**src/sv/aet_pkg.sv**
```systemverilog
// Shared types and constants of the arithmetic expression tokenizer.
`default_nettype none

package aet_pkg;

  // Datapath sizes
  localparam int VALUE_BITS      = 32;
  localparam int POSITION_BITS   = 16;
  localparam int KEYWORD_LETTERS = 4;
  localparam int LETTER_IDX_W    = $clog2(KEYWORD_LETTERS);
  localparam int LETTER_CNT_W    = $clog2(KEYWORD_LETTERS + 2);
  localparam int FIFO_DEPTH      = 4;
  localparam int FIFO_PTR_W      = $clog2(FIFO_DEPTH);
  localparam int FIFO_CNT_W      = $clog2(FIFO_DEPTH + 1);

  // Character codes
  localparam logic [7:0] CH_SPACE  = 8'h20;
  localparam logic [7:0] CH_TAB    = 8'h09;
  localparam logic [7:0] CH_LF     = 8'h0A;
  localparam logic [7:0] CH_CR     = 8'h0D;
  localparam logic [7:0] CH_PLUS   = 8'h2B;
  localparam logic [7:0] CH_MINUS  = 8'h2D;
  localparam logic [7:0] CH_STAR   = 8'h2A;
  localparam logic [7:0] CH_SLASH  = 8'h2F;
  localparam logic [7:0] CH_CARET  = 8'h5E;
  localparam logic [7:0] CH_LPAREN = 8'h28;
  localparam logic [7:0] CH_RPAREN = 8'h29;
  localparam logic [7:0] CH_DOT    = 8'h2E;

  // Keyword spellings, first letter in the top byte
  localparam logic [23:0] KW_SIN  = "sin";
  localparam logic [23:0] KW_COS  = "cos";
  localparam logic [23:0] KW_TAN  = "tan";
  localparam logic [23:0] KW_LOG  = "log";
  localparam logic [31:0] KW_SQRT = "sqrt";

  typedef enum logic [3:0] {
    TK_ADD, TK_SUB, TK_NEG, TK_MULT, TK_DIV, TK_EXP, TK_LPAREN, TK_RPAREN,
    TK_DOT, TK_INT, TK_SIN, TK_COS, TK_TAN, TK_LOG, TK_SQRT
  } kind_t;

  typedef enum logic {
    ERR_CHAR,
    ERR_IDENT
  } err_t;

  typedef logic [KEYWORD_LETTERS-1:0][7:0] letters_t;
  typedef logic [LETTER_CNT_W-1:0]         lcnt_t;

  // One result word
  typedef struct packed {
    logic                     is_error;
    kind_t                    token_kind;
    err_t                     error_kind;
    logic [VALUE_BITS-1:0]    int_value;
    logic                     int_overflow;
    logic [7:0]               bad_char;
    logic [POSITION_BITS-1:0] start_position;
    logic                     last_of_run;
  } res_t;

  // Results produced by one character, handed to the queue
  typedef struct packed {
    logic [1:0] count;
    res_t       first;
    res_t       second;
  } push_t;

endpackage

`default_nettype wire

```
**src/sv/aet_if.sv**
```systemverilog
// Handshake channels for characters in and result words out.
`default_nettype none

interface aet_in_if;
  logic       valid;
  logic       ready;
  logic [7:0] char_code;
  logic       end_of_text;

  modport source (output valid, output char_code, output end_of_text, input ready);
  modport sink   (input valid, input char_code, input end_of_text, output ready);
endinterface


`default_nettype wire

```
**src/sv/aet_lexer_core.sv**
```systemverilog
// Input register, scanner state and per-character token logic.
`default_nettype none

module aet_lexer_core import aet_pkg::*; (
  input  wire logic clk,
  input  wire logic rst_n,
  aet_in_if.sink    in_chan,
  input  wire logic room,
  output push_t     push
);

  typedef enum logic [1:0] {
    MODE_IDLE,
    MODE_INT,
    MODE_WORD
  } mode_t;

  typedef struct packed {
    logic hit;
    logic set_cls;
    logic operand;
    res_t res;
  } flush_t;

  localparam logic [VALUE_BITS+3:0] VAL_MAX_W = {4'b0, {VALUE_BITS{1'b1}}};

  // Input register
  logic       in_valid_r;
  logic [7:0] char_r;
  logic       end_r;
  logic       fire;

  // Scanner state
  mode_t                    mode_r, mode_nxt;
  logic [VALUE_BITS-1:0]    acc_r, acc_nxt;
  logic                     ovf_r, ovf_nxt;
  logic [POSITION_BITS-1:0] start_r, start_nxt;
  logic [POSITION_BITS-1:0] pos_r, pos_nxt;
  letters_t                 letters_r, letters_nxt;
  lcnt_t                    lcnt_r, lcnt_nxt;
  logic                     operand_r, operand_nxt;

  logic   is_digit, is_alpha, done;
  logic [1:0] nres;
  res_t   res0, res1, tok;
  flush_t fl_a, fl_b;

  // Multiply by ten and add a digit, saturating at the top of the range
  function automatic logic [VALUE_BITS:0] accumulate(logic [VALUE_BITS-1:0] a, logic o,
                                                     logic [3:0] d);
    logic [VALUE_BITS+3:0] wide;
    logic [VALUE_BITS+3:0] t;
    wide = {4'b0, a};
    t = (wide << 3) + (wide << 1) + {{VALUE_BITS{1'b0}}, d};
    if (t > VAL_MAX_W) begin
      return {1'b1, {VALUE_BITS{1'b1}}};
    end
    return {o, t[VALUE_BITS-1:0]};
  endfunction

  // Turn a pending integer or word into its result
  function automatic flush_t do_flush(mode_t m, logic [VALUE_BITS-1:0] a, logic o,
                                      logic [POSITION_BITS-1:0] s, letters_t b, lcnt_t n);
    flush_t f;
    f = '0;
    f.res.start_position = s;
    if (m == MODE_INT) begin
      f.hit                = 1'b1;
      f.set_cls            = 1'b1;
      f.operand            = 1'b1;
      f.res.token_kind     = TK_INT;
      f.res.int_value      = a;
      f.res.int_overflow   = o;
    end else if (m == MODE_WORD) begin
      f.hit     = 1'b1;
      f.set_cls = 1'b1;
      if (n == lcnt_t'(3) && {b[0], b[1], b[2]} == KW_SIN) begin
        f.res.token_kind = TK_SIN;
      end else if (n == lcnt_t'(3) && {b[0], b[1], b[2]} == KW_COS) begin
        f.res.token_kind = TK_COS;
      end else if (n == lcnt_t'(3) && {b[0], b[1], b[2]} == KW_TAN) begin
        f.res.token_kind = TK_TAN;
      end else if (n == lcnt_t'(3) && {b[0], b[1], b[2]} == KW_LOG) begin
        f.res.token_kind = TK_LOG;
      end else if (n == lcnt_t'(4) && {b[0], b[1], b[2], b[3]} == KW_SQRT) begin
        f.res.token_kind = TK_SQRT;
      end else begin
        // unknown identifier leaves the operand class alone
        f.set_cls        = 1'b0;
        f.res.is_error   = 1'b1;
        f.res.error_kind = ERR_IDENT;
      end
    end
    return f;
  endfunction

  assign fire          = in_valid_r && room;
  assign in_chan.ready = !in_valid_r || fire;

  // Hold one character until the queue has space for its results
  always_ff @(posedge clk) begin
    if (!rst_n) begin
      in_valid_r <= 1'b0;
    end else if (in_chan.ready) begin
      in_valid_r <= in_chan.valid;
    end
    if (in_chan.ready && in_chan.valid) begin
      char_r <= in_chan.char_code;
      end_r  <= in_chan.end_of_text;
    end
  end

  assign is_digit = (char_r >= "0") && (char_r <= "9");
  assign is_alpha = ((char_r >= "a") && (char_r <= "z")) ||
                    ((char_r >= "A") && (char_r <= "Z"));

  // Scan one character
  always_comb begin
    mode_nxt    = mode_r;
    acc_nxt     = acc_r;
    ovf_nxt     = ovf_r;
    start_nxt   = start_r;
    pos_nxt     = pos_r + POSITION_BITS'(1);
    letters_nxt = letters_r;
    lcnt_nxt    = lcnt_r;
    operand_nxt = operand_r;
    done        = 1'b0;
    nres        = 2'd0;
    res0        = '0;
    res1        = '0;
    tok         = '0;
    fl_a        = '0;
    fl_b        = '0;

    // continue or end a pending integer or word
    unique case (mode_r)
      MODE_INT: begin
        if (is_digit) begin
          {ovf_nxt, acc_nxt} = accumulate(acc_r, ovf_r, char_r[3:0]);
          done = 1'b1;
        end else begin
          fl_a     = do_flush(mode_r, acc_r, ovf_r, start_r, letters_r, lcnt_r);
          mode_nxt = MODE_IDLE;
        end
      end
      MODE_WORD: begin
        if (is_alpha) begin
          if (lcnt_r < lcnt_t'(KEYWORD_LETTERS)) begin
            letters_nxt[lcnt_r[LETTER_IDX_W-1:0]] = char_r;
            lcnt_nxt = lcnt_r + lcnt_t'(1);
          end else begin
            lcnt_nxt = lcnt_t'(KEYWORD_LETTERS + 1);
          end
          done = 1'b1;
        end else begin
          fl_a     = do_flush(mode_r, acc_r, ovf_r, start_r, letters_r, lcnt_r);
          mode_nxt = MODE_IDLE;
        end
      end
      default: mode_nxt = MODE_IDLE;
    endcase
    if (fl_a.hit) begin
      res0 = fl_a.res;
      nres = 2'd1;
    end
    if (fl_a.set_cls) begin
      operand_nxt = fl_a.operand;
    end

    // the character itself
    if (!done) begin
      tok.start_position = pos_r;
      case (char_r) inside
        CH_SPACE, CH_TAB, CH_LF, CH_CR: begin
        end
        CH_PLUS, CH_MINUS, CH_STAR, CH_SLASH, CH_CARET, CH_LPAREN, CH_RPAREN, CH_DOT: begin
          case (char_r)
            CH_PLUS:   tok.token_kind = TK_ADD;
            CH_MINUS:  tok.token_kind = operand_nxt ? TK_SUB : TK_NEG;
            CH_STAR:   tok.token_kind = TK_MULT;
            CH_SLASH:  tok.token_kind = TK_DIV;
            CH_CARET:  tok.token_kind = TK_EXP;
            CH_LPAREN: tok.token_kind = TK_LPAREN;
            CH_RPAREN: tok.token_kind = TK_RPAREN;
            default:   tok.token_kind = TK_DOT;
          endcase
          operand_nxt = (char_r == CH_RPAREN);
          if (nres == 2'd0) res0 = tok;
          else              res1 = tok;
          nres = nres + 2'd1;
        end
        default: begin
          if (is_digit) begin
            mode_nxt  = MODE_INT;
            start_nxt = pos_r;
            acc_nxt   = {{(VALUE_BITS-4){1'b0}}, char_r[3:0]};
            ovf_nxt   = 1'b0;
          end else if (is_alpha) begin
            mode_nxt       = MODE_WORD;
            start_nxt      = pos_r;
            letters_nxt[0] = char_r;
            lcnt_nxt       = lcnt_t'(1);
          end else begin
            tok.is_error   = 1'b1;
            tok.error_kind = ERR_CHAR;
            tok.bad_char   = char_r;
            if (nres == 2'd0) res0 = tok;
            else              res1 = tok;
            nres = nres + 2'd1;
          end
        end
      endcase
    end

    // end of text: flush and start a fresh text
    if (end_r) begin
      fl_b = do_flush(mode_nxt, acc_nxt, ovf_nxt, start_nxt, letters_nxt, lcnt_nxt);
      if (fl_b.hit) begin
        if (nres == 2'd0) res0 = fl_b.res;
        else              res1 = fl_b.res;
        nres = nres + 2'd1;
      end
      mode_nxt    = MODE_IDLE;
      pos_nxt     = '0;
      operand_nxt = 1'b0;
    end

    // mark the final result of this character
    if (nres == 2'd1) res0.last_of_run = 1'b1;
    if (nres == 2'd2) res1.last_of_run = 1'b1;
  end

  // Advance scanner state
  always_ff @(posedge clk) begin
    if (!rst_n) begin
      mode_r    <= MODE_IDLE;
      acc_r     <= '0;
      ovf_r     <= 1'b0;
      start_r   <= '0;
      pos_r     <= '0;
      lcnt_r    <= '0;
      operand_r <= 1'b0;
    end else if (fire) begin
      mode_r    <= mode_nxt;
      acc_r     <= acc_nxt;
      ovf_r     <= ovf_nxt;
      start_r   <= start_nxt;
      pos_r     <= pos_nxt;
      lcnt_r    <= lcnt_nxt;
      operand_r <= operand_nxt;
    end
    if (fire) begin
      letters_r <= letters_nxt;
    end
  end

  assign push.count  = fire ? nres : 2'd0;
  assign push.first  = res0;
  assign push.second = res1;

endmodule

`default_nettype wire

```
**src/flat_wrapper.sv**
```systemverilog
// flat-port wrapper written by rule: the top's interface ports become plain ports
module aet_lexer_core_flat import aet_pkg::*;
  (clk, rst_n, room, push, in_chan_valid, in_chan_char_code, in_chan_end_of_text, in_chan_ready);
  aet_in_if in_chan_i ();
  input  wire logic clk;
  input  wire logic rst_n;
  input  wire logic room;
  output push_t push;
  input wire logic [$bits(in_chan_i.valid)-1:0] in_chan_valid;
  input wire logic [$bits(in_chan_i.char_code)-1:0] in_chan_char_code;
  input wire logic [$bits(in_chan_i.end_of_text)-1:0] in_chan_end_of_text;
  output wire logic [$bits(in_chan_i.ready)-1:0] in_chan_ready;
  assign in_chan_i.valid = in_chan_valid;
  assign in_chan_i.char_code = in_chan_char_code;
  assign in_chan_i.end_of_text = in_chan_end_of_text;
  assign in_chan_ready = in_chan_i.ready;
  aet_lexer_core u_core (.clk(clk), .rst_n(rst_n), .in_chan(in_chan_i), .room(room), .push(push));
endmodule
```
**config.mk**
```make
export PLATFORM = sky130hd
export DESIGN_NAME = aet_lexer_core_flat
export DESIGN_NICKNAME = d
export VERILOG_FILES = /design/src/sv/aet_pkg.sv /design/src/sv/aet_if.sv /design/src/sv/aet_lexer_core.sv /design/src/flat_wrapper.sv
export SDC_FILE = /design/constraint.sdc
export NUM_CORES = 1
export LEC_CHECK = 0
export BUFFER_PORTS_ARGS = -buffer_cell sky130_fd_sc_hd__buf_2
export CORE_AREA = 8 8 165 167
export CTS_BUF_LIST = sky130_fd_sc_hd__clkbuf_4 sky130_fd_sc_hd__clkbuf_8
export CTS_CLUSTER_SIZE = 24
export DETAILED_ROUTE_END_ITERATION = 8
export DIE_AREA = 0 0 173 175
export GPL_TIMING_DRIVEN = 1
export PLACE_DENSITY = 0.66
export RECOVER_POWER = 50
export SYNTH_ARGS = -nofsm -noshare
export SYNTH_HDL_FRONTEND = slang
export SYNTH_SLANG_ARGS = --single-unit
```
**constraint.sdc**
```tcl
create_clock -name clk -period 7.6 [get_ports clk]
set_clock_uncertainty 0.05 [all_clocks]
set_input_delay 0.38 -clock clk [delete_from_list [all_inputs] [get_ports clk]]
set_output_delay 0.38 -clock clk [all_outputs]
set_load 0.005 [all_outputs]
```
==> results of run 1 <==
logic make-up after synthesis:
logic type               Yosys count  share of synthesized area, %
AND/OR/NAND/NOR                  523                          25.8
AO/OA/AOI/OAI                    406                          27.5
flip-flops                       113                          27.7
buffers and inverters            100                          4.12
adder cells (fa/ha/maj)           76                          9.99
XOR/XNOR                          37                          3.35
multiplexers                      14                          1.58
layer usage:
metal / global-route usage [%] / up-vias / routed length, microns
met3: 4.58 / 85 / 2370
li1: - / 4881 / -
met5: 0 / - / 0
met4: 8.91 / 0 / 1240
met1: 27.2 / 4759 / 14700
met2: 33.6 / 448 / 14600
flip-flops by register name, indices dropped and copies added (netlist names), 2 cells and up:
| name | flops |
|---|---|
| u_core.letters_r | 32 |
| u_core.acc_r | 32 |
| u_core.pos_r | 16 |
| u_core.lcnt_r | 3 |
| u_core.mode_r | 2 |
| u_core.char_r | 8 |
| u_core.start_r | 16 |
critical path: stages (launching register included):
cell	delay [ns]
sky130_fd_sc_hd__edfxtp_1	0.89
sky130_fd_sc_hd__or3_1	0.20
sky130_fd_sc_hd__o221a_2	0.50
sky130_fd_sc_hd__clkinv_2	0.37
sky130_fd_sc_hd__nand2_1	0.23
sky130_fd_sc_hd__and2_0	0.46
sky130_fd_sc_hd__inv_1	0.26
sky130_fd_sc_hd__ha_1	0.34
sky130_fd_sc_hd__a221o_1	0.17
sky130_fd_sc_hd__inv_1	0.05
sky130_fd_sc_hd__ha_1	0.21
sky130_fd_sc_hd__nor2_1	0.57
sky130_fd_sc_hd__nand2_1	0.30
sky130_fd_sc_hd__nor2_1	0.78
sky130_fd_sc_hd__buf_4	0.36
sky130_fd_sc_hd__nand2_1	0.08
sky130_fd_sc_hd__o21ai_0	0.07
sky130_fd_sc_hd__buf_2	0.15
power groups by stage:
stage	sequential [mW]	combinational (mW)	clock, mW
floorplan	0.654	0.0834	0
global placement	0.660	0.123	0
detailed placement	0.661	0.124	0
CTS	0.647	0.124	0.628
global route	0.650	0.136	0.649
finish	0.648	0.123	0.614
stage by stage:
step	hold slack [ns]	setup slack [ns]	total power, mW	instance area, sq um
floorplan	0.379	3.13	0.737	9670
global placement	0.393	1.68	0.783	10600
detailed placement	0.401	1.48	0.784	10600
CTS	0.0264	0.979	1.40	11000
global route	0.0263	0.282	1.43	11000
finish	0.0475	0.703	1.39	11000
synth_stat cells, drive strengths merged, types with 19 or more instances:
| cell type | instances | share of area, % |
|---|---|---|
| nand2 | 225 | 8.7 |
| a21boi | 25 | 1.9 |
| nor2b | 19 | 1.2 |
| xor2 | 22 | 2.0 |
| nor2 | 98 | 3.8 |
| edfxtp | 41 | 13 |
| dfxtp | 72 | 15 |
| a22o | 36 | 3.3 |
| o21ai | 138 | 7.2 |
| inv | 31 | 1.2 |
| ha | 74 | 9.6 |
| clkbuf | 51 | 2.0 |
| and2 | 25 | 1.6 |
| a21oi | 83 | 4.4 |
| nor3 | 28 | 1.5 |
| nand4 | 27 | 1.7 |
| nand3 | 28 | 1.6 |
| a21o | 19 | 1.5 |
layout make-up:
type	count	share of cell area (%)
Clock inverter	13	1.32
Multi-Input combinational cell	1056	59.8
Clock buffer	19	2.38
Sequential cell	113	24.3
Tap cell	330	3.76
Inverter	32	1.11
Timing Repair Buffer	157	7.31
final timing paths:
path	slack (ns)	endpoint	start
hold / removal	0.05	u_core.end_r	in_chan_end_of_text
setup reg to reg	2.02	u_core.acc_r[28]	u_core.char_r[2]
hold reg to reg	0.41	u_core.operand_r	u_core.operand_r
setup / recovery	0.70	push[30]	u_core.char_r[2]
==> results.sh, run 1 <==
export IMPL_critical_path_startpoint_type="register"
export IMPL_drt_first_pass_iters=6
export IMPL_core_area_sq_um=24700
export IMPL_worst_setup_hold_path_clk_slew_ns=0.09
export IMPL_power_static_leakage_nw=4.64
export IMPL_maximum_number_of_pins_on_one_net_before_global_route_repair=47
export IMPL_power_switching_mw=0.398
export IMPL_postRouteWirelength_microns=32900
export IMPL_min_delay_path_depth=1
export IMPL_sw_frac_of_total_pct=28.7
export IMPL_initial_utilization_pct=39.2
export IMPL_rr_worst_depth=13
export IMPL_post_synth_cell_area_avg_sq_um=7.62
export IMPL_dp_cell_count=1688
export IMPL_io_buffers=143
export IMPL_grt_pass1_wl_microns=52600
export IMPL_cellInternalPower_mw=0.988
export IMPL_multi_input_area_sq_um=6560
export IMPL_max_freq_mhz=145
export IMPL_detailedPlacementHpwl_microns=24200
export IMPL_route_vias_total=10200
export IMPL_vias_in_the_first_global_route=9730
export IMPL_final_setup_tns_ns=0
export IMPL_fin_cells=1720
export IMPL_route_detailed_vias_per_inst=5.91
export IMPL_worst_margin_slew_ns=2.65
export IMPL_power_share_clock_pct=44.3
export IMPL_number_of_flops_mapped_to_enable_cells_by_yosys=41
export IMPL_initial_antenna_violation_count=0
export IMPL_setup_worst_path_end_class="primary output"
export IMPL_detailedRoute_firstIterationViolations=946
export IMPL_place_congestion=0.975
export IMPL_remaining_drc_errors=0
export IMPL_proportion_of_power_drawn_by_combinational_gates_pct=8.9
export IMPL_hold_violations_final=0
export IMPL_critical_path_peak_fanout=25
export IMPL_commonest_cells_after_routing_fill_and_taps_aside="sky130_fd_sc_hd__nand2_1, sky130_fd_sc_hd__buf_2, sky130_fd_sc_hd__o21ai_0, sky130_fd_sc_hd__nor2_1, sky130_fd_sc_hd__a21oi_1"
export IMPL_synth_seq_area_share_pct=27.7
export IMPL_clock_latency_ns=0.46
export IMPL_yosys_warnings=0
export IMPL_postCtsSetupRepairBufs=0
export IMPL_syn_inst=1269
export IMPL_synth_main_ff_cell="sky130_fd_sc_hd__dfxtp_1"
export IMPL_synth_lib_cells_used_distinct=86
export IMPL_worst_ep_arrival_time_ns=6.47
export IMPL_vdd_drop_max_uv=94.1
export IMPL_violations="max-capacitance violations, max-slew violations"
export IMPL_grt_overflow_total=0
export IMPL_worst_ep_required_time_ns=7.17
export IMPL_rsz0062_at_grt="false"
export IMPL_report_final_slew_viol_count=47
export IMPL_mostFrequentLayoutCell="sky130_fd_sc_hd__nand2_1"
export IMPL_cts_hold_buffers_added=0
export IMPL_postSynthNetCount=1358
export IMPL_min_period_over_period_pct=90.7
export IMPL_type_of_the_worst_setup_path="register to primary output"
export IMPL_n_antenna_cell=0
export IMPL_max_cap_viol_count=1
export IMPL_routedWlPerCell_microns=19.1
export IMPL_ctsRootBufferMaster="sky130_fd_sc_hd__clkbuf_8"
export IMPL_slew_headroom_pct=-76.9
export IMPL_area_sequential_sq_um=2670
export IMPL_chipWidth_microns=173
export IMPL_cts_tree="yes"
export IMPL_synth_seq_cells=113
export IMPL_final_core_utilization_pct=44.5
export IMPL_post_cts_resize_count=0
export IMPL_synth_area_sq_um=9670
export IMPL_post_route_cells_drive_above_1_share_pct=14.8
export IMPL_clock_path_buffers=2
export IMPL_outcome="finished with violations"
export IMPL_filler_instances=2581
export IMPL_sequential_share_of_power_pct=46.8
export IMPL_io_pins=144
export IMPL_asyncSetResetFlopFracSynth_pct=0
export IMPL_area_growth_pct=13.6
export IMPL_pwr_density_cell_nw_per_um2=126
export IMPL_htreeDepth=4
export IMPL_rows=58
export IMPL_finalSetupViolCount=0
export IMPL_grtUsageTotal_pct=21.1
export IMPL_tritoncts_num_buffers=17
export IMPL_design_final_nets=1466
export IMPL_die_area_sq_um=30300
export IMPL_hold_path_class="primary input to register"
export IMPL_cts_sinks=113
export IMPL_drtAntennaViolNets=0
export IMPL_finalCriticalPeriod_ns=6.90
export IMPL_chipHeight_microns=175
Power figures use the tool's default switching activity.
==> inputs of run 2 (changes only) <==
CORE_AREA = 8 8 206 208   (was 8 8 165 167)
DIE_AREA = 0 0 214 216   (was 0 0 173 175)
PLACE_DENSITY = 0.48   (was 0.66)
clock period = 8.7 ns   (was 7.6 ns; I/O delays follow)
==> results.sh, run 2 (synthesized netlist as in run 1, its figures left out) <==
export IMPL_post_cts_resize_count=0
export IMPL_final_setup_tns_ns=0
export IMPL_grt_use_met2_pct=25.4
export IMPL_remaining_drc_errors=0
export IMPL_proportion_of_power_drawn_by_combinational_gates_pct=9.1
export IMPL_cellInternalPower_mw=0.858
export IMPL_stdcell_area_sq_um=11300
export IMPL_post_route_cells_drive_above_1_share_pct=15.2
export IMPL_setup_worst_path_end_class="primary output"
export IMPL_filler_instances=4272
export IMPL_finalSetupViolCount=0
export IMPL_n_antenna_cell=0
export IMPL_io_pins=144
export IMPL_power_share_clock_pct=44.2
export IMPL_rows=73
export IMPL_rr_worst_depth=13
export IMPL_chipWidth_microns=214
export IMPL_grtUsageTotal_pct=15.5
export IMPL_clock_latency_ns=0.49
export IMPL_chipHeight_microns=216
export IMPL_outcome="finished with violations"
export IMPL_max_freq_mhz=139
export IMPL_initial_antenna_violation_count=1
export IMPL_drtAntennaViolNets=0
export IMPL_place_congestion=0.869
export IMPL_core_area_sq_um=39200
export IMPL_detailedPlacementHpwl_microns=27200
export IMPL_postCtsSetupRepairBufs=0
export IMPL_type_of_the_worst_setup_path="register to primary output"
export IMPL_crit_path_max_incr_delay_ns=1.35
export IMPL_design_final_nets=1468
export IMPL_commonest_cells_after_routing_fill_and_taps_aside="sky130_fd_sc_hd__nand2_1, sky130_fd_sc_hd__buf_2, sky130_fd_sc_hd__o21ai_0, sky130_fd_sc_hd__nor2_1, sky130_fd_sc_hd__a21oi_1"
export IMPL_final_core_utilization_pct=28.7
export IMPL_globalRoute_busiestLayer="met2"
export IMPL_slew_headroom_pct=-74.5
export IMPL_critPathSlowestCell="sky130_fd_sc_hd__clkbuf_1"
export IMPL_gr_usage_met1_pct=19.8
export IMPL_power_switching_mw=0.356
export IMPL_mostFrequentLayoutCell="sky130_fd_sc_hd__nand2_1"
export IMPL_worst_margin_slew_ns=2.62
export IMPL_cts_sinks=113
export IMPL_post_place_ws_ns=2.55
export IMPL_cts_hold_buffers_added=0
export IMPL_rsz0062_at_grt="false"
export IMPL_detailedRoute_firstIterationViolations=731
export IMPL_min_delay_path_depth=1
export IMPL_sw_frac_of_total_pct=29.3
export IMPL_maximum_number_of_pins_on_one_net_before_global_route_repair=46
export IMPL_crit_chain="ha_1, ha_1, fa_1, a211oi_1, o211ai_1, a41oi_1, o211ai_1, a311oi_1, xor2_1, nand3_1, clkbuf_1, o41ai_2, a211oi_1, buf_2"
export IMPL_worst_setup_hold_path_clk_slew_ns=0.09
export IMPL_finalCriticalPeriod_ns=7.19
export IMPL_worst_ep_required_time_ns=8.22
export IMPL_layout_setup_ws_ns=1.51
export IMPL_hold_violations_final=0
export IMPL_grt_overflow_total=0
export IMPL_report_final_slew_viol_count=86
export IMPL_sequential_share_of_power_pct=46.6
export IMPL_groute_layer_met3_usage_pct=3.92
export IMPL_die_area_sq_um=46200
export IMPL_vias_in_the_first_global_route=9883
export IMPL_critical_path_peak_fanout=39
export IMPL_placement_cell_area_sq_um=10900
export IMPL_tritoncts_num_buffers=17
export IMPL_route_detailed_vias_per_inst=5.15
export IMPL_io_buffers=143
export IMPL_ctsRootBufferMaster="sky130_fd_sc_hd__clkbuf_8"
export IMPL_routedWlPerCell_microns=18.9
export IMPL_cts_tree="yes"
export IMPL_worst_ep_arrival_time_ns=6.71
export IMPL_route_vias_total=9871
export IMPL_vdd_drop_max_uv=85.1
export IMPL_pwr_density_cell_nw_per_um2=108
export IMPL_htreeDepth=4
export IMPL_power_static_leakage_nw=4.64
export IMPL_initial_utilization_pct=24.7
export IMPL_largest_registers="u_core.acc_r (32), u_core.letters_r (32)"
export IMPL_violations="max-capacitance violations, max-slew violations"
export IMPL_area_growth_pct=16.4
export IMPL_drt_first_pass_iters=5
export IMPL_postRouteWirelength_microns=36200
export IMPL_critical_path_startpoint_type="register"
export IMPL_grt_pass1_wl_microns=57300
export IMPL_min_period_over_period_pct=82.7
export IMPL_hold_path_class="primary input to register"
export IMPL_max_cap_viol_count=2
export IMPL_clock_path_buffers=2
-- run 2: cell types whose count changed in the layout (fill, tap and decap cells not counted), moves of 2 or more --
cell / previous run / this run
sky130_fd_sc_hd__inv_6: 6 / 4
sky130_fd_sc_hd__clkinvlp_4: 1 / 3
sky130_fd_sc_hd__clkinv_2: 3 / 1
sky130_fd_sc_hd__and2_1: 20 / 22
sky130_fd_sc_hd__clkinv_4: 1 / 4
sky130_fd_sc_hd__and2_0: 5 / 3
sky130_fd_sc_hd__buf_2: 137 / 139
-- run 2: final timing paths --
path                            slack [ns]                start                to
worst max register to register        2.72     u_core.char_r[2]   u_core.acc_r[6]
worst min register to register        0.42     u_core.operand_r  u_core.operand_r
worst min-delay path                  0.06  in_chan_end_of_text      u_core.end_r
worst max-delay path                  1.51     u_core.char_r[2]          push[29]
-- run 2: per-layer routing --
metal  vias up  share of wire [%]
met4         2                2.1
met5         -              0.036
met1      4690                 46
met2       251                 46
met3        46                5.2
li1       4882                  -
-- run 2: per-stage QoR --
stage               instances  hold slack, ns  total power [mW]
global placement         1885           0.407             0.691
CTS                      1917         0.00394              1.24
finish                   1917          0.0580              1.21
floorplan                1269           0.379             0.644
detailed placement       1885           0.407             0.691
global route             1917          0.0116              1.28
-- run 2: area by class of cell --
class	count	area, sq um	share of cell area (%)
multi-input cells	1056	6580	58.5
clock inverters	13	153	1.36
well taps	525	657	5.84
clock buffers	19	255	2.27
flip-flops and latches	113	2670	23.7
repair buffers	159	816	7.25
inverters	32	121	1.08
-- run 2: critical path, delay by kind of cell (launching register included) --
family | cells | cell delay (ns)
xor+xnor | 1 | 0.17
flops | 1 | 0.93
compound gates | 7 | 2.41
fa+ha+maj | 3 | 1.06
buf+inv | 2 | 1.56
simple gates | 1 | 0.10
-- run 2: power by group through the flow --
stage / sequential [mW] / combinational [mW] / clock [mW]
CTS: 0.566 / 0.114 / 0.563
global placement: 0.577 / 0.113 / 0
global route: 0.568 / 0.123 / 0.585
finish: 0.566 / 0.111 / 0.537
detailed placement: 0.578 / 0.113 / 0
floorplan: 0.571 / 0.0729 / 0
